--- config.mk ---
export PLATFORM = sky130hd
export DESIGN_NAME = config_blob_parser_crc32_flat
export DESIGN_NICKNAME = d
export VERILOG_FILES = /design/src/cbp_pkg.sv /design/src/cbp_byte_if.sv /design/src/cbp_result_if.sv /design/src/cbp_crc_unit.sv /design/src/cbp_field_store.sv /design/src/config_blob_parser_crc32.sv /design/src/flat_wrapper.sv
export SDC_FILE = /design/constraint.sdc
export NUM_CORES = 1
export LEC_CHECK = 0
export BUFFER_PORTS_ARGS = -buffer_cell sky130_fd_sc_hd__buf_2
export CAP_MARGIN = 40
export CORE_ASPECT_RATIO = 1.5
export CORE_MARGIN = 3
export CORE_UTILIZATION = 60
export CTS_CLUSTER_DIAMETER = 120
export DETAILED_ROUTE_END_ITERATION = 8
export GPL_ROUTABILITY_DRIVEN = 0
export PLACE_DENSITY_LB_ADDON = 0.1
export SYNTH_ARGS = -nofsm -noshare
export SYNTH_HDL_FRONTEND = slang
export SYNTH_SLANG_ARGS = --single-unit
--- constraint.sdc ---
create_clock -name clk -period 22.1 [get_ports clk]
set_input_delay 1.105 -clock clk [delete_from_list [all_inputs] [get_ports clk]]
set_output_delay 1.105 -clock clk [all_outputs]
set_load 0.05 [all_outputs]
--- src/cbp_pkg.sv ---
// cbp_pkg: shared types, record layout constants and the crc-32 byte update
// for the settings record parser; no dependencies
`default_nettype none

package cbp_pkg;

  // record layout, byte positions within the 50-byte record
  localparam logic [5:0] POS_VERSION  = 6'd4;
  localparam logic [5:0] POS_LENGTH   = 6'd6;
  localparam logic [5:0] POS_REVISION = 6'd8;
  localparam logic [5:0] POS_WORDS    = 6'd16;
  localparam logic [5:0] POS_BATCH    = 6'd44;
  localparam logic [5:0] POS_CRC      = 6'd46;
  localparam logic [5:0] REC_BYTES    = 6'd50;
  localparam logic [5:0] LAST_POS     = 6'd49;

  localparam int unsigned NUM_WORDS = 7;

  localparam logic [15:0] WANT_VERSION = 16'd1;
  localparam logic [15:0] WANT_PAYLOAD = 16'd38;

  localparam logic [31:0] CRC_POLY = 32'hedb88320;
  localparam logic [31:0] CRC_ONES = 32'hffffffff;

  typedef enum logic [2:0] {
    STAT_OK      = 3'd0,
    STAT_LENGTH  = 3'd1,
    STAT_MAGIC   = 3'd2,
    STAT_VERSION = 3'd3,
    STAT_PAYLOAD = 3'd4,
    STAT_CRC     = 3'd5
  } status_t;

  // one byte handed from the input register to the record state
  typedef struct packed {
    logic       take;
    logic       last;
    logic [7:0] data;
  } step_t;

  // record state as seen by the result logic
  typedef struct packed {
    logic [5:0]                 pos;
    logic                       magic_good;
    logic [15:0]                version;
    logic [15:0]                length;
    logic [63:0]                revision;
    logic [NUM_WORDS-1:0][31:0] words;
    logic [15:0]                batch;
    logic [31:0]                crc_tail;
  } rec_view_t;

  function automatic logic [7:0] magic_byte(input logic [1:0] idx);
    logic [7:0] b;
    unique case (idx)
      2'd0:    b = 8'h4d;  // 'M'
      2'd1:    b = 8'h35;  // '5'
      2'd2:    b = 8'h43;  // 'C'
      default: b = 8'h46;  // 'F'
    endcase
    return b;
  endfunction

  // reflected crc-32, one byte, eight shift steps unrolled
  function automatic logic [31:0] crc_byte(input logic [31:0] crc, input logic [7:0] data);
    logic [31:0] c;
    c = crc ^ {24'd0, data};
    for (int i = 0; i < 8; i++) begin
      c = c[0] ? ((c >> 1) ^ CRC_POLY) : (c >> 1);
    end
    return c;
  endfunction

endpackage

`default_nettype wire

--- src/cbp_byte_if.sv ---
// cbp_byte_if: valid/ready channel carrying record bytes with a last flag
// standalone, no package dependency
`default_nettype none

interface cbp_byte_if;
  logic       valid;
  logic       ready;
  logic [7:0] data_byte;
  logic       last_byte;

  modport source (output valid, output data_byte, output last_byte, input ready);
  modport sink   (input valid, input data_byte, input last_byte, output ready);
endinterface

`default_nettype wire

--- src/cbp_result_if.sv ---
// cbp_result_if: valid/ready channel carrying one parse result per record
// standalone, no package dependency
`default_nettype none

interface cbp_result_if;
  logic        valid;
  logic        ready;
  logic [2:0]  status;
  logic [63:0] revision;
  logic [31:0] minimum_on_ms;
  logic [31:0] motion_hold_ms;
  logic [31:0] sound_hold_ms;
  logic [31:0] sound_bridge_ms;
  logic [31:0] cooldown_ms;
  logic [31:0] sound_factor_bits;
  logic [31:0] telemetry_interval_ms;
  logic [15:0] batch_size;

  modport source (
    output valid, output status, output revision, output minimum_on_ms,
    output motion_hold_ms, output sound_hold_ms, output sound_bridge_ms,
    output cooldown_ms, output sound_factor_bits, output telemetry_interval_ms,
    output batch_size, input ready
  );
  modport sink (
    input valid, input status, input revision, input minimum_on_ms,
    input motion_hold_ms, input sound_hold_ms, input sound_bridge_ms,
    input cooldown_ms, input sound_factor_bits, input telemetry_interval_ms,
    input batch_size, output ready
  );
endinterface

`default_nettype wire

--- src/cbp_crc_unit.sv ---
// cbp_crc_unit: running reflected crc-32 over record bytes 0 to 45
// depends on cbp_pkg
`default_nettype none

module cbp_crc_unit
  import cbp_pkg::*;
(
  input  wire logic        clk,
  input  wire logic        rst,
  input  wire step_t       step,
  input  wire logic [5:0]  pos,
  output logic [31:0]      crc
);

  logic [31:0] crc_next;

  always_comb begin
    crc_next = crc;
    priority if (step.take && step.last) begin
      crc_next = CRC_ONES;
    end else if (step.take && (pos < POS_CRC)) begin
      crc_next = crc_byte(crc, step.data);
    end else begin
      crc_next = crc;
    end
  end

  always_ff @(posedge clk) begin
    if (rst) begin
      crc <= CRC_ONES;
    end else begin
      crc <= crc_next;
    end
  end

endmodule

`default_nettype wire

--- src/cbp_field_store.sv ---
// cbp_field_store: byte position, magic check and little-endian field capture
// depends on cbp_pkg
`default_nettype none

module cbp_field_store
  import cbp_pkg::*;
(
  input  wire logic   clk,
  input  wire logic   rst,
  input  wire step_t  step,
  output rec_view_t   view
);

  logic [5:0]                 pos;
  logic                       magic_good;
  logic [15:0]                version_word;
  logic [15:0]                length_word;
  logic [63:0]                revision_store;
  logic [NUM_WORDS-1:0][31:0] word_store;
  logic [15:0]                batch_store;
  logic [31:0]                received_crc;
  logic [5:0]                 word_off;
  logic [2:0]                 word_idx;

  assign word_off = pos - POS_WORDS;
  assign word_idx = word_off[4:2];

  // control state, back to start after every final byte
  always_ff @(posedge clk) begin
    if (rst || (step.take && step.last)) begin
      pos        <= '0;
      magic_good <= 1'b1;
    end else if (step.take && (pos < REC_BYTES)) begin
      pos <= pos + 6'd1;
      if ((pos < POS_VERSION) && (step.data != magic_byte(pos[1:0]))) begin
        magic_good <= 1'b0;
      end
    end
  end

  // payload capture, bytes shift in from the top
  always_ff @(posedge clk) begin
    if (step.take && (pos < REC_BYTES)) begin
      priority if (pos < POS_VERSION) begin
        // magic handled above
      end else if (pos < POS_LENGTH) begin
        version_word <= {step.data, version_word[15:8]};
      end else if (pos < POS_REVISION) begin
        length_word <= {step.data, length_word[15:8]};
      end else if (pos < POS_WORDS) begin
        revision_store <= {step.data, revision_store[63:8]};
      end else if (pos < POS_BATCH) begin
        word_store[word_idx] <= {step.data, word_store[word_idx][31:8]};
      end else if (pos < POS_CRC) begin
        batch_store <= {step.data, batch_store[15:8]};
      end else begin
        received_crc <= {step.data, received_crc[31:8]};
      end
    end
  end

  assign view.pos        = pos;
  assign view.magic_good = magic_good;
  assign view.version    = version_word;
  assign view.length     = length_word;
  assign view.revision   = revision_store;
  assign view.words      = word_store;
  assign view.batch      = batch_store;
  assign view.crc_tail   = received_crc;

endmodule

`default_nettype wire

--- src/config_blob_parser_crc32.sv ---
// config_blob_parser_crc32: top level of the settings record parser
// depends on cbp_pkg, cbp_byte_if, cbp_result_if, cbp_crc_unit, cbp_field_store
//
// Streams a 50-byte settings record in one byte per transfer on `stream`,
// with last_byte marking the final byte, and returns one result transfer on
// `result` per record: a status and the decoded fields. The record is the
// magic "M5CF", version 1, payload length 38, a 64-bit revision, seven 32-bit
// words, a 16-bit batch size and a reflected crc-32 over bytes 0 to 45, all
// little-endian. Status reports the first failure of: wrong length, bad magic,
// bad version, bad payload length, crc mismatch; on failure all fields read
// zero. Throughput is one byte per cycle: each byte is held in the input
// register, then the crc unit and field store take it while the status logic
// loads the result register, so a result is valid in the cycle after its last
// byte is taken. The only stall comes from the result register: while it is
// full and not taken, a final byte waits in the input register, and stream
// ready falls when the input register cannot drain. After each result the
// parser restarts for the next record; bytes past the 50th are ignored.
`default_nettype none

module config_blob_parser_crc32
  import cbp_pkg::*;
(
  input  wire logic      clk,
  input  wire logic      rst,
  cbp_byte_if.sink       stream,
  cbp_result_if.source   result
);

  // input register
  logic       in_valid;
  logic [7:0] in_data;
  logic       in_last;

  // pipeline control
  logic       out_free;   // result register may load this cycle
  logic       in_go;      // input register byte is consumed this cycle
  logic       stream_go;  // stream transfer this cycle
  logic       res_go;     // result transfer this cycle

  step_t       step;
  rec_view_t   view;
  logic [31:0] crc;
  logic [31:0] crc_rx;
  status_t     status_next;

  assign res_go    = result.valid && result.ready;
  assign out_free  = !result.valid || result.ready;
  assign in_go     = in_valid && (!in_last || out_free);
  assign stream.ready = !in_valid || in_go;
  assign stream_go = stream.valid && stream.ready;

  always_ff @(posedge clk) begin
    if (rst) begin
      in_valid <= 1'b0;
    end else if (stream_go) begin
      in_valid <= 1'b1;
    end else if (in_go) begin
      in_valid <= 1'b0;
    end
  end

  always_ff @(posedge clk) begin
    if (stream_go) begin
      in_data <= stream.data_byte;
      in_last <= stream.last_byte;
    end
  end

  assign step.take = in_go;
  assign step.last = in_last;
  assign step.data = in_data;

  cbp_crc_unit u_crc (
    .clk  (clk),
    .rst  (rst),
    .step (step),
    .pos  (view.pos),
    .crc  (crc)
  );

  cbp_field_store u_store (
    .clk  (clk),
    .rst  (rst),
    .step (step),
    .view (view)
  );

  // stored crc including the byte being taken now (byte 49 on a good record)
  assign crc_rx = {in_data, view.crc_tail[31:8]};

  // first failure wins
  always_comb begin
    priority if (view.pos != LAST_POS) begin
      status_next = STAT_LENGTH;
    end else if (!view.magic_good) begin
      status_next = STAT_MAGIC;
    end else if (view.version != WANT_VERSION) begin
      status_next = STAT_VERSION;
    end else if (view.length != WANT_PAYLOAD) begin
      status_next = STAT_PAYLOAD;
    end else if (crc_rx != (crc ^ CRC_ONES)) begin
      status_next = STAT_CRC;
    end else begin
      status_next = STAT_OK;
    end
  end

  // result register
  always_ff @(posedge clk) begin
    if (rst) begin
      result.valid <= 1'b0;
    end else if (in_go && in_last) begin
      result.valid <= 1'b1;
    end else if (res_go) begin
      result.valid <= 1'b0;
    end
  end

  always_ff @(posedge clk) begin
    if (in_go && in_last) begin
      result.status <= status_next;
      if (status_next == STAT_OK) begin
        result.revision              <= view.revision;
        result.minimum_on_ms         <= view.words[0];
        result.motion_hold_ms        <= view.words[1];
        result.sound_hold_ms         <= view.words[2];
        result.sound_bridge_ms       <= view.words[3];
        result.cooldown_ms           <= view.words[4];
        result.sound_factor_bits     <= view.words[5];
        result.telemetry_interval_ms <= view.words[6];
        result.batch_size            <= view.batch;
      end else begin
        result.revision              <= '0;
        result.minimum_on_ms         <= '0;
        result.motion_hold_ms        <= '0;
        result.sound_hold_ms         <= '0;
        result.sound_bridge_ms       <= '0;
        result.cooldown_ms           <= '0;
        result.sound_factor_bits     <= '0;
        result.telemetry_interval_ms <= '0;
        result.batch_size            <= '0;
      end
    end
  end

  // byte position never runs past the record length
  a_pos_bound: assert property (@(posedge clk) disable iff (rst)
    view.pos <= REC_BYTES)
    else $error("byte position beyond record length");

  // a final byte restarts the record state
  a_restart: assert property (@(posedge clk) disable iff (rst)
    (in_go && in_last) |=> (view.pos == 6'd0) && view.magic_good && (crc == CRC_ONES))
    else $error("record state not restarted after final byte");

  // a final byte always produces a result
  a_result: assert property (@(posedge clk) disable iff (rst)
    (in_go && in_last) |=> result.valid)
    else $error("final byte without result");

  // failed records carry zero fields
  a_fail_zero: assert property (@(posedge clk) disable iff (rst)
    (result.valid && (result.status != STAT_OK)) |->
      (result.revision == 64'd0) && (result.batch_size == 16'd0) &&
      (result.minimum_on_ms == 32'd0))
    else $error("failed record with nonzero fields");

endmodule

`default_nettype wire

--- src/flat_wrapper.sv ---
// flat-port wrapper written by rule: the top's interface ports become plain ports
module config_blob_parser_crc32_flat import cbp_pkg::*;
  (clk, rst, stream_valid, stream_data_byte, stream_last_byte, stream_ready, result_valid, result_status, result_revision, result_minimum_on_ms, result_motion_hold_ms, result_sound_hold_ms, result_sound_bridge_ms, result_cooldown_ms, result_sound_factor_bits, result_telemetry_interval_ms, result_batch_size, result_ready);
  cbp_byte_if stream_i ();
  cbp_result_if result_i ();
  input  wire logic clk;
  input  wire logic rst;
  input wire logic [$bits(stream_i.valid)-1:0] stream_valid;
  input wire logic [$bits(stream_i.data_byte)-1:0] stream_data_byte;
  input wire logic [$bits(stream_i.last_byte)-1:0] stream_last_byte;
  output wire logic [$bits(stream_i.ready)-1:0] stream_ready;
  output wire logic [$bits(result_i.valid)-1:0] result_valid;
  output wire logic [$bits(result_i.status)-1:0] result_status;
  output wire logic [$bits(result_i.revision)-1:0] result_revision;
  output wire logic [$bits(result_i.minimum_on_ms)-1:0] result_minimum_on_ms;
  output wire logic [$bits(result_i.motion_hold_ms)-1:0] result_motion_hold_ms;
  output wire logic [$bits(result_i.sound_hold_ms)-1:0] result_sound_hold_ms;
  output wire logic [$bits(result_i.sound_bridge_ms)-1:0] result_sound_bridge_ms;
  output wire logic [$bits(result_i.cooldown_ms)-1:0] result_cooldown_ms;
  output wire logic [$bits(result_i.sound_factor_bits)-1:0] result_sound_factor_bits;
  output wire logic [$bits(result_i.telemetry_interval_ms)-1:0] result_telemetry_interval_ms;
  output wire logic [$bits(result_i.batch_size)-1:0] result_batch_size;
  input wire logic [$bits(result_i.ready)-1:0] result_ready;
  assign stream_i.valid = stream_valid;
  assign stream_i.data_byte = stream_data_byte;
  assign stream_i.last_byte = stream_last_byte;
  assign stream_ready = stream_i.ready;
  assign result_valid = result_i.valid;
  assign result_status = result_i.status;
  assign result_revision = result_i.revision;
  assign result_minimum_on_ms = result_i.minimum_on_ms;
  assign result_motion_hold_ms = result_i.motion_hold_ms;
  assign result_sound_hold_ms = result_i.sound_hold_ms;
  assign result_sound_bridge_ms = result_i.sound_bridge_ms;
  assign result_cooldown_ms = result_i.cooldown_ms;
  assign result_sound_factor_bits = result_i.sound_factor_bits;
  assign result_telemetry_interval_ms = result_i.telemetry_interval_ms;
  assign result_batch_size = result_i.batch_size;
  assign result_i.ready = result_ready;
  config_blob_parser_crc32 u_core (.clk(clk), .rst(rst), .stream(stream_i), .result(result_i));
endmodule
==> results of run 1 <==
==> cells by family (layout without fill, tap and decap cells) <==
| family | Yosys count | count (layout) | share of synthesized area, % |
|---|---|---|---|
| simple gates | 430 | 430 | 9.44 |
| xor+xnor | 109 | 109 | 3.95 |
| mux | 51 | 51 | 3.06 |
| compound gates | 93 | 93 | 2.28 |
| flops | 717 | 717 | 79.5 |
| fa+ha+maj | 5 | 5 | 0.235 |
| buf+inv | 96 | 493 | 1.54 |
==> placed cells by master (no fill, tap or decap), types with 23 or more instances in the layout <==
cell type,count
edfxtp_1,676
buf_2,321
and2_1,304
xnor2_1,75
clkbuf_16,62
nor2_1,38
dfxtp_1,38
nand2_1,36
a21oi_1,31
inv_1,28
o211ai_1,27
mux2i_1,26
buf_4,25
mux4_2,24
a211oi_1,24
xor2_1,23
==> metrics by stage <==
step / std cells / hold WS [ns]
after floorplan: 1501 / 0.417
after global placement: 2346 / 0.421
after detailed placement: 2358 / 0.425
after CTS: 2468 / 0.423
after global routing: 2468 / 0.447
final: 2468 / 0.429
==> area by class of cell <==
cell class	instances	area [um2]
sequential	717	21100
fill	2787	12400
multi-input combinational	688	5100
timing repair buffer	355	1980
clock buffer	77	1650
tap	570	713
clock inverter	33	294
inverter	28	105
==> how the worst max path moves through the flow <==
stage,to,slack (ns),cells after the start
4_1_cts,u_core.result.revision[54],17.97,10
6_report,u_core.result.revision[54],18.00,10
2_1_floorplan,u_core.u_store.pos[0],12.33,6
3_3_place_gp,u_core.result.revision[12],17.69,8
3_5_place_dp,u_core.result.minimum_on_ms[15],17.99,10
5_1_grt,u_core.result.revision[54],17.59,10
==> synthesized netlist by cell type (2+ instances only) <==
library cell and count:
nor2_1 41, xnor3_1 2, and2_1 306, nand2_1 36, buf_4 3, inv_1 28
ha_1 5, nand4_1 7, clkbuf_1 30, mux4_2 24, o21ai_1 4, a211oi_1 24
nor2b_1 4, edfxtp_1 676, o21ai_0 2, nand3_1 4, nor4b_1 2, buf_2 29
buf_1 6, xnor2_2 8, nor3b_1 2, o211ai_1 27, nor3_1 4, xor2_1 23
a21oi_1 31, nand3b_1 2, nor4_1 14, dfxtp_1 41, xnor2_1 75, mux2i_1 26
and3_1 2
==> worst register-to-register path: stages, from the launching register on <==
cell and delay [ns]:
edfxtp_1 0.79, xnor2_1 0.15, nor4_1 0.33, nand4_1 0.19, nor3_2 0.22, nor2b_4 0.63, buf_4 0.37, buf_16 0.31
buf_4 0.42, buf_16 0.31, and2_1 0.24
==> per-layer routing <==
metal  up-vias  global-route usage, %  share of wire [%]
met4         0                   9.24                4.0
met2       536                   42.0                 53
met3       109                   3.61                6.3
met1      6741                   29.9                 37
met5         -                      0                  0
li1       6191                      -                  -
==> sequential cells by signal, summed over array words and instances (netlist names) <==
register	count
u_core.u_store.view	224
u_core.result.revision	64
u_core.u_store.revision_store	64
u_core.result.cooldown_ms	32
u_core.result.minimum_on_ms	32
u_core.result.motion_hold_ms	32
u_core.result.sound_bridge_ms	32
u_core.result.sound_factor_bits	32
u_core.result.sound_hold_ms	32
u_core.result.telemetry_interval_ms	32
u_core.u_crc.crc	32
u_core.u_store.received_crc	24
u_core.result.batch_size	16
u_core.u_store.batch_store	16
u_core.u_store.length_word	16
u_core.u_store.version_word	16
u_core.in_data	8
u_core.u_store.pos	6
u_core.result.status	3
u_core.in_last	1
u_core.in_valid	1
u_core.result.valid	1
u_core.u_store.magic_good	1
==> power by group through the flow <==
stage	clock network [mW]	registers, mW	logic, mW
6_report	1.03	1.49	0.124
5_1_grt	1.11	1.49	0.134
4_1_cts	1.05	1.49	0.126
3_5_place_dp	0	1.52	0.125
3_3_place_gp	0	1.52	0.124
2_1_floorplan	0	1.54	0.0867
==> run_results.csv, run 1 <==
group,metric,value,unit
route,avgRoutedWirePerCell,22.6,um
yosys,synth_area,0.0266,mm2
floorplanning,start_util,61.2,%
setup_path,path_buf_inv,4,
route,drtAntennaViolNets,0,
setup_path,path_cells,"xnor2_1, nor4_1, nand4_1, nor3_2, nor2b_4, buf_4, buf_16, buf_4, buf_16, and2_1",
floorplanning,die_h,264,um
setup_path,path_max_fanout,112,
route,detail_route.vias_per_cell,5.50,
global_routing,grt_pass1_vias,13700,
hold_path,hold_depth,0,
floorplanning,die_width,178,um
setup_path,reg2reg_to,"u_core.result.revision[54]",
power,cellPowerDensity,85.6,mW/mm2
setup_path,cp.arrival,4.57,ns
timing,worst_pin_slew,1.12,ns
setup_path,rrSetupSlack,18.00,ns
power,p_int,2.11,mW
yosys,yosys.area.top_type_share,76.4,%
cells_and_area,finalInstanceArea,0.0310,mm2
setup_path,crit_path_end_kind,"register",
placement,io_buffer_count,321,
cells_and_area,final_nets,1868,
timing,fin_tns_setup,0,ns
power,power.total,2.65,mW
clock_network,cts.reportedPaths.clkPinSlew,0.07,ns
timing,worst_slack,18.00,ns
yosys,ys.flop_type,"edfxtp_1",
yosys,ys_ff_latch,717,
placement,dp_hpwl,36300,um
setup_path,startpoint_type,"register",
yosys,ys_seq_area_share,79.5,%
hold_path,min_from,"u_core.u_store.revision_store[48]",
yosys,async_flop_share,0,%
clock_network,cts_resized,0,
yosys,synth_area_leaders,"edfxtp_1 (76%), and2_1 (7.2%), dfxtp_1 (3.1%)",
timing,post-route-period-util,18.6,%
timing,rsz0062_at_grt,"no",
floorplanning,rows,93,
cells_and_area,areaGrowthSynthToFinish,16.6,%
yosys,synth_top_cell_by_area,"edfxtp_1",
route,finalWirelength,55800,um
clock_network,cts_hold_buf,0,
floorplanning,io_pins,322,
setup_path,cp.required,22.57,ns
timing,clock_skew,0.0166,ns
placement,place_ws,17.99,ns
timing,fmax,244,MHz
route,drt_first_iter_violations,1238,
clock_network,root_buffer,"clkbuf_16",
setup_path,path_class,"register to register",
timing,relSlewSlack,25.5,%
setup_path,rr_worst_depth,10,
power,p_leak,12.0,nW
global_routing,grt_max_degree,175,
global_routing,grt_overflow,0,
power,p_sw,545,uW
global_routing,antenna_found_initial,0,
power,pwr-share-seq,56.3,%
yosys,syn_inst,1501,
job,maxCapViolations,0,
yosys,synth_cell_type_count,44,
power,p_comb_share,4.7,%
route,via_count,13600,
clock_network,post_cts_buffers,0,
global_routing,grt_pass1_wl,83200,um
floorplanning,coreArea,0.0434,mm2
timing,min_period,4.10,ns
power,swShare,20.6,%
setup_path,slowest_stage,"edfxtp_1",
floorplanning,die-area,0.0469,mm2
power,pwr-share-clk,39.0,%
cells_and_area,antennaDiodeCount,0,
setup_path,critical_path.max_stage_delay,0.79,ns
power,max-vdd-ir-drop,0.0000734,V
yosys,yosysWarnings,0,
clock_network,clk_latency,0.61,ns
timing,setup_viol,0,
timing,slew_viol_final,0,
setup_path,reg2reg_from,"u_core.in_data[1]",
yosys,synth_edf_count,676,
yosys,synthesis.nets,1519,
cells_and_area,final_layout_size_suffix_gt1_share,26.1,%
setup_path,cp_top_family,"simple AND/OR/NAND/NOR gates",
clock_network,clock_path_buffers,3,
clock_network,cts_tree,"yes",
hold_path,min_to,"u_core.u_store.revision_store[40]",
route,route.detailed.drc,0,
clock_network,clock_sink_count,717,
route,firstDrtPassIters,6,
cells_and_area,final_util,71.4,%
outcome,run_status,"completed",
yosys,synth_area_per_cell,17.7,um2
clock_network,cts_buffers,60,
timing,final-hold-violation-count,0,
placement,place_area,0.0290,mm2
global_routing,grt_use_total,23.9,%
clock_network,htreeDepth,2,
setup_path,startpoint,"u_core.in_data[1]",
hold_path,hp-class,"register to register",
Power figures use the tool's default switching activity.
==> run 2, diff against run 1 <==
--- a/config.mk
+++ b/config.mk
@@ -9,7 +9,7 @@
 export CAP_MARGIN = 40
 export CORE_ASPECT_RATIO = 1.5
 export CORE_MARGIN = 3
-export CORE_UTILIZATION = 60
+export CORE_UTILIZATION = 58
 export CTS_CLUSTER_DIAMETER = 120
 export DETAILED_ROUTE_END_ITERATION = 8
 export GPL_ROUTABILITY_DRIVEN = 0
==> constraint.sdc (replaced) <==
create_clock -name clk -period 4.1 [get_ports clk]
set_input_delay 0.205 -clock clk [delete_from_list [all_inputs] [get_ports clk]]
set_output_delay 0.205 -clock clk [all_outputs]
set_load 0.05 [all_outputs]
==> run 2 against run 1 <==
  * Sequential share of layout area is 0.81 points lower
  * Utilization is 1.8 points lower
  * Maximum frequency is 39% higher
  * Critical path depth is 5 lower
  * Final cell count is 1.7% higher
  * First-iteration DRC count is 8.3% lower
  * Die area is 3.3% higher
  * Largest cell class unchanged
==> run_results.csv, run 2 (same netlist as run 1, synthesis figures left out) <==
group,metric,value,unit
global_routing,antenna_found_initial,0,
setup_path,critical_path.max_stage_delay,0.77,ns
global_routing,grt_pass1_vias,13900,
route,avgRoutedWirePerCell,22.9,um
clock_network,clock_path_buffers,3,
floorplanning,die_width,181,um
power,swShare,20.8,%
route,finalWirelength,57500,um
timing,relSlewSlack,39.8,%
setup_path,path_class,"register to register",
setup_path,cp.required,4.38,ns
setup_path,path_cells,"nor2b_1, a21boi_1, nor3b_1, and2_2, buf_12",
floorplanning,die-area,0.0485,mm2
power,pwr-share-seq,55.5,%
power,max-vdd-ir-drop,0.000485,V
cells_and_area,top_regs,"u_core.u_store.view x224, u_core.result.revision x64, u_core.u_store.revision_store x64",
route,drt_first_iter_violations,1135,
clock_network,cts_buffers,60,
clock_network,clk_latency,0.61,ns
power,cellPowerDensity,462,mW/mm2
placement,dp_hpwl,38700,um
route,detail_route.vias_per_cell,5.48,
power,p_int,11.5,mW
setup_path,slowest_stage,"and2_2",
cells_and_area,final_nets,1896,
floorplanning,rows,95,
setup_path,rrSetupSlack,1.14,ns
outcome,run_status,"completed",
setup_path,path_buf_inv,1,
global_routing,grt_max_degree,123,
route,drtAntennaViolNets,0,
clock_network,clock_sink_count,717,
setup_path,crit_path_end_kind,"register",
power,p_sw,3.01,mW
timing,worst_pin_slew,0.903,ns
cells_and_area,multi_input_area,0.00511,mm2
clock_network,root_buffer,"clkbuf_16",
job,maxCapViolations,0,
timing,fmax,338,MHz
cells_and_area,areaGrowthSynthToFinish,18.0,%
global_routing,grt_overflow,0,
setup_path,cp.arrival,3.24,ns
cells_and_area,antennaDiodeCount,0,
timing,final-hold-violation-count,0,
global_routing,grt_pass1_wl,85500,um
hold_path,hold_depth,3,
cells_and_area,final_common_cell,"edfxtp_1",
route,via_count,13700,
cells_and_area,fillerInstances,2979,
hold_path,hp-class,"input pin to register",
floorplanning,coreArea,0.0450,mm2
route,firstDrtPassIters,5,
global_routing,grt_use_total,23.5,%
timing,clock_skew,0.0245,ns
clock_network,cts_tree,"yes",
timing,slew_viol_final,0,
power,pwr-share-clk,39.6,%
setup_path,startpoint_type,"register",
clock_network,htreeDepth,2,
timing,post-route-period-util,72.2,%
floorplanning,start_util,59.0,%
floorplanning,die_h,268,um
setup_path,rr_worst_depth,5,
route,route.detailed.drc,0,
timing,rsz0062_at_grt,"no",
timing,min_period,2.96,ns
setup_path,path_max_fanout,35,
cells_and_area,final_util,69.6,%
setup_path,reg2reg_from,"u_core.result.valid",
power,p_leak,12.1,nW
setup_path,cp_top_family,"simple AND/OR/NAND/NOR gates",
hold_path,min_from,"stream_valid",
cells_and_area,largest_register,"u_core.u_store.view",
clock_network,post_cts_buffers,0,
cells_and_area,final_cell_mix,"edfxtp_1 (676), buf_2 (321), and2_1 (304)",
floorplanning,io_pins,322,
clock_network,cts.reportedPaths.clkPinSlew,0.07,ns
power,p_comb_share,4.9,%
clock_network,cts_resized,0,
clock_network,cts_hold_buf,12,
cells_and_area,seq_area,0.0211,mm2
cells_and_area,largest_register_ffs,224,
cells_and_area,final_layout_size_suffix_gt1_share,26.9,%
setup_path,reg2reg_to,"u_core.u_store.revision_store[11]",
timing,fin_tns_setup,0,ns
timing,setup_viol,0,
hold_path,min_to,"u_core.in_data[5]",
placement,io_buffer_count,321,
run 2: stage by stage:
step	hold slack, ns	instances	setup slack [ns]	total power, mW	cell area, um2
5_1_grt	0.0547	2510	0.884	14.9	31300
4_1_cts	0.0106	2510	1.14	14.6	31300
3_3_place_gp	0.383	2382	1.20	8.89	29200
3_5_place_dp	0.387	2386	1.18	8.90	29200
6_report	0.0500	2510	1.14	14.5	31300
2_1_floorplan	0.274	1501	0.0366	8.72	26600
run 2: worst max path at each step:
stage          slack (ns)  cells after the start           startpoint                                end
3_3_place_gp         1.20                      5  u_core.result.valid   u_core.u_store.revision_store[2]
5_1_grt              0.88                      7    u_core.in_data[5]    u_core.result.minimum_on_ms[12]
4_1_cts              1.14                      5  u_core.result.valid  u_core.u_store.revision_store[21]
2_1_floorplan        0.04                      6  u_core.result.valid              u_core.u_store.pos[0]
3_5_place_dp         1.18                      5  u_core.result.valid   u_core.u_store.revision_store[3]
6_report             1.14                      5  u_core.result.valid  u_core.u_store.revision_store[11]
run 2: layout make-up:
class	instances	share of cell area (%)
clock buffer	73	5.01
clock inverter	39	1.35
inverter	28	0.335
multi-input combinational	688	16.3
sequential	717	67.4
tap	582	2.32
timing repair buffer	383	7.28
run 2: routing by layer:
metal | vias up | share of wire (%) | track usage [%]
met1 | 6893 | 36 | 28.6
li1 | 6243 | - | -
met5 | - | 0 | 0
met2 | 517 | 55 | 43.6
met3 | 95 | 5.8 | 3.34
met4 | 0 | 3.3 | 7.78
run 2: power by group through the flow:
stage	logic, mW	registers (mW)	clock network [mW]
floorplan	0.468	8.26	0
global placement	0.696	8.20	0
detailed placement	0.704	8.20	0
CTS	0.715	8.04	5.84
global route	0.762	8.04	6.14
finish	0.709	8.04	5.73
run 2: tightest hold or removal path, delay by kind of cell:
family / cells / cell delay (ns)
buf+inv: 2 / 0.17
compound gates: 1 / 0.09
==> run 3, diff against run 2 <==
==> constraint.sdc (replaced) <==
create_clock -name clk -period 3.01 [get_ports clk]
set_input_delay 0.1505 -clock clk [delete_from_list [all_inputs] [get_ports clk]]
set_output_delay 0.1505 -clock clk [all_outputs]
set_load 0.05 [all_outputs]
==> run 3 against run 2 <==
  * Non-clock buffer count increased by 21
  * Clock power up 40%
  * Register-to-register slack lost 0.68 ns
  * Count of clock-buffer cells in the layout fell by 2
  * Flip-flop and latch count unchanged
  * Clock skew shrank 0.0090 ns
  * Critical path depth increased by 1
  * Wire length grew 0.75%
  * Sequential share of layout area down 0.74 points
  * Largest power group unchanged
==> run_results.csv, run 3 (same netlist as run 1, synthesis figures left out) <==
group,metric,value,unit
clock_network,cts_buffers,60,
route,via_count,13800,
setup_path,cp.arrival,3.03,ns
setup_path,path_max_fanout,4,
setup_path,cp.required,3.49,ns
clock_network,post_cts_buffers,0,
setup_path,cp_top_family,"XOR/XNOR gates",
cells_and_area,top_regs,"u_core.u_store.view x224, u_core.result.revision x64, u_core.u_store.revision_store x64",
route,drt_first_iter_violations,1189,
global_routing,grt_max_degree,65,
setup_path,startpoint_type,"register",
cells_and_area,final_layout_size_suffix_gt1_share,27.7,%
global_routing,grt_overflow,0,
timing,min_period,2.55,ns
clock_network,cts_resized,0,
timing,final-hold-violation-count,0,
setup_path,rr_worst_depth,6,
timing,worst_pin_slew,0.891,ns
setup_path,rrSetupSlack,0.46,ns
clock_network,clock_path_buffers,3,
timing,worst_slack,0.461,ns
setup_path,critical_path.max_stage_delay,0.65,ns
power,power.total,20.0,mW
setup_path,path_cells,"xnor2_1, xnor2_1, xnor3_1, xnor2_1, mux2i_1, nand2_1",
route,drtAntennaViolNets,0,
power,cellPowerDensity,631,mW/mm2
power,pwr-share-seq,54.8,%
power,p_int,15.9,mW
global_routing,antenna_found_initial,0,
clock_network,cts_hold_buf,13,
job,maxCapViolations,0,
setup_path,worst-path-stages,6,
route,finalWirelength,58000,um
cells_and_area,final_util,70.4,%
outcome,run_status,"completed",
global_routing,grt_busiest_layer,"met2",
power,p_comb_share,5.0,%
setup_path,slowest_stage,"xnor2_1",
power,p_sw,4.06,mW
clock_network,clock_sink_count,717,
placement,place_ws,0.523,ns
global_routing,grt_pass1_wl,85500,um
cells_and_area,areaGrowthSynthToFinish,19.3,%
cells_and_area,largest_register,"u_core.u_store.view",
global_routing,gr-usage-met2,42.8,%
setup_path,path_buf_inv,0,
placement,dp_hpwl,39200,um
placement,io_buffer_count,321,
hold_path,min_from,"result_ready",
floorplanning,die_h,268,um
timing,fin_tns_setup,0,ns
timing,relSlewSlack,40.3,%
hold_path,min_to,"u_core.u_store.pos[5]",
floorplanning,io_pins,322,
timing,whs,0.267,ns
floorplanning,die-area,0.0485,mm2
hold_path,hp-class,"input pin to register",
power,p_leak,12.3,nW
cells_and_area,antennaDiodeCount,0,
timing,slew_viol_final,0,
clock_network,htreeDepth,2,
global_routing,grt_pass1_vias,13800,
clock_network,cts.reportedPaths.clkPinSlew,0.07,ns
route,route.detailed.drc,0,
setup_path,crit_path_end_kind,"register",
floorplanning,start_util,59.0,%
global_routing,grt_use_total,23.6,%
setup_path,reg2reg_to,"u_core.u_crc.crc[24]",
cells_and_area,final_nets,1917,
route,firstDrtPassIters,5,
placement,place_area,0.0295,mm2
cells_and_area,final_common_cell,"edfxtp_1",
cells_and_area,instances_no_fill,2530,
timing,rsz0062_at_grt,"no",
setup_path,startpoint,"u_core.in_data[4]",
floorplanning,rows,95,
setup_path,cpMostUsedCell,"xnor2_1",
hold_path,hold_depth,5,
floorplanning,coreArea,0.0450,mm2
cells_and_area,largest_register_ffs,224,
placement,dp_cells,2406,
route,detail_route.vias_per_cell,5.45,
floorplanning,die_width,181,um
global_routing,grtUsageMet1,29.3,%
timing,post-route-period-util,84.7,%
cells_and_area,finalInstanceArea,0.0317,mm2
power,pwr-share-clk,40.2,%
setup_path,reg2reg_from,"u_core.in_data[4]",
clock_network,root_buffer,"clkbuf_16",
setup_path,path_class,"register to register",
global_routing,met3_usage,3.20,%
clock_network,cts_tree,"yes",
timing,clock_skew,0.0155,ns
power,swShare,20.3,%
timing,fmax,392,MHz
route,avgRoutedWirePerCell,22.9,um
cells_and_area,final_cell_mix,"edfxtp_1 (676), buf_2 (321), and2_1 (304)",
timing,setup_viol,0,
clock_network,clk_latency,0.60,ns
power,max-vdd-ir-drop,0.000530,V
==> run 3: worst reg2reg max path, stage by stage (launching register included) <==
cell,delay [ns]
edfxtp_1,0.55
xnor2_1,0.65
xnor2_1,0.37
xnor3_1,0.48
xnor2_1,0.15
mux2i_1,0.15
nand2_1,0.07
==> run 3: final cells by class <==
cell class / instances / area [um2]
flip-flops and latches: 717 / 21100
fillers: 2940 / 13400
multi-input cells: 688 / 5130
repair buffers: 404 / 2550
clock buffers: 71 / 1560
well taps: 582 / 728
clock inverters: 40 / 483
inverters: 28 / 105
==> run 3: worst max-delay path by stage <==
stage	end
4_1_cts	u_core.u_crc.crc[24]
5_1_grt	u_core.result.sound_factor_bits[1]
6_report	u_core.u_crc.crc[24]
2_1_floorplan	u_core.u_store.view[176]
3_3_place_gp	u_core.u_crc.crc[24]
3_5_place_dp	u_core.u_crc.crc[24]
==> run 3: power by group through the flow <==
stage / Sequential (mW) / Combinational, mW / Clock, mW
finish: 11.0 / 1.00 / 8.04
global route: 10.9 / 1.08 / 8.60
CTS: 10.9 / 1.01 / 8.19
detailed placement: 11.2 / 0.988 / 0
global placement: 11.2 / 0.977 / 0
floorplan: 11.2 / 0.644 / 0
==> run 3: routing by layer <==
| metal | wire length [um] | up-vias |
|---|---|---|
| met3 | 3050 | 105 |
| li1 | - | 6292 |
| met1 | 21700 | 6921 |
| met4 | 2010 | 0 |
| met5 | 0 | - |
| met2 | 31200 | 473 |
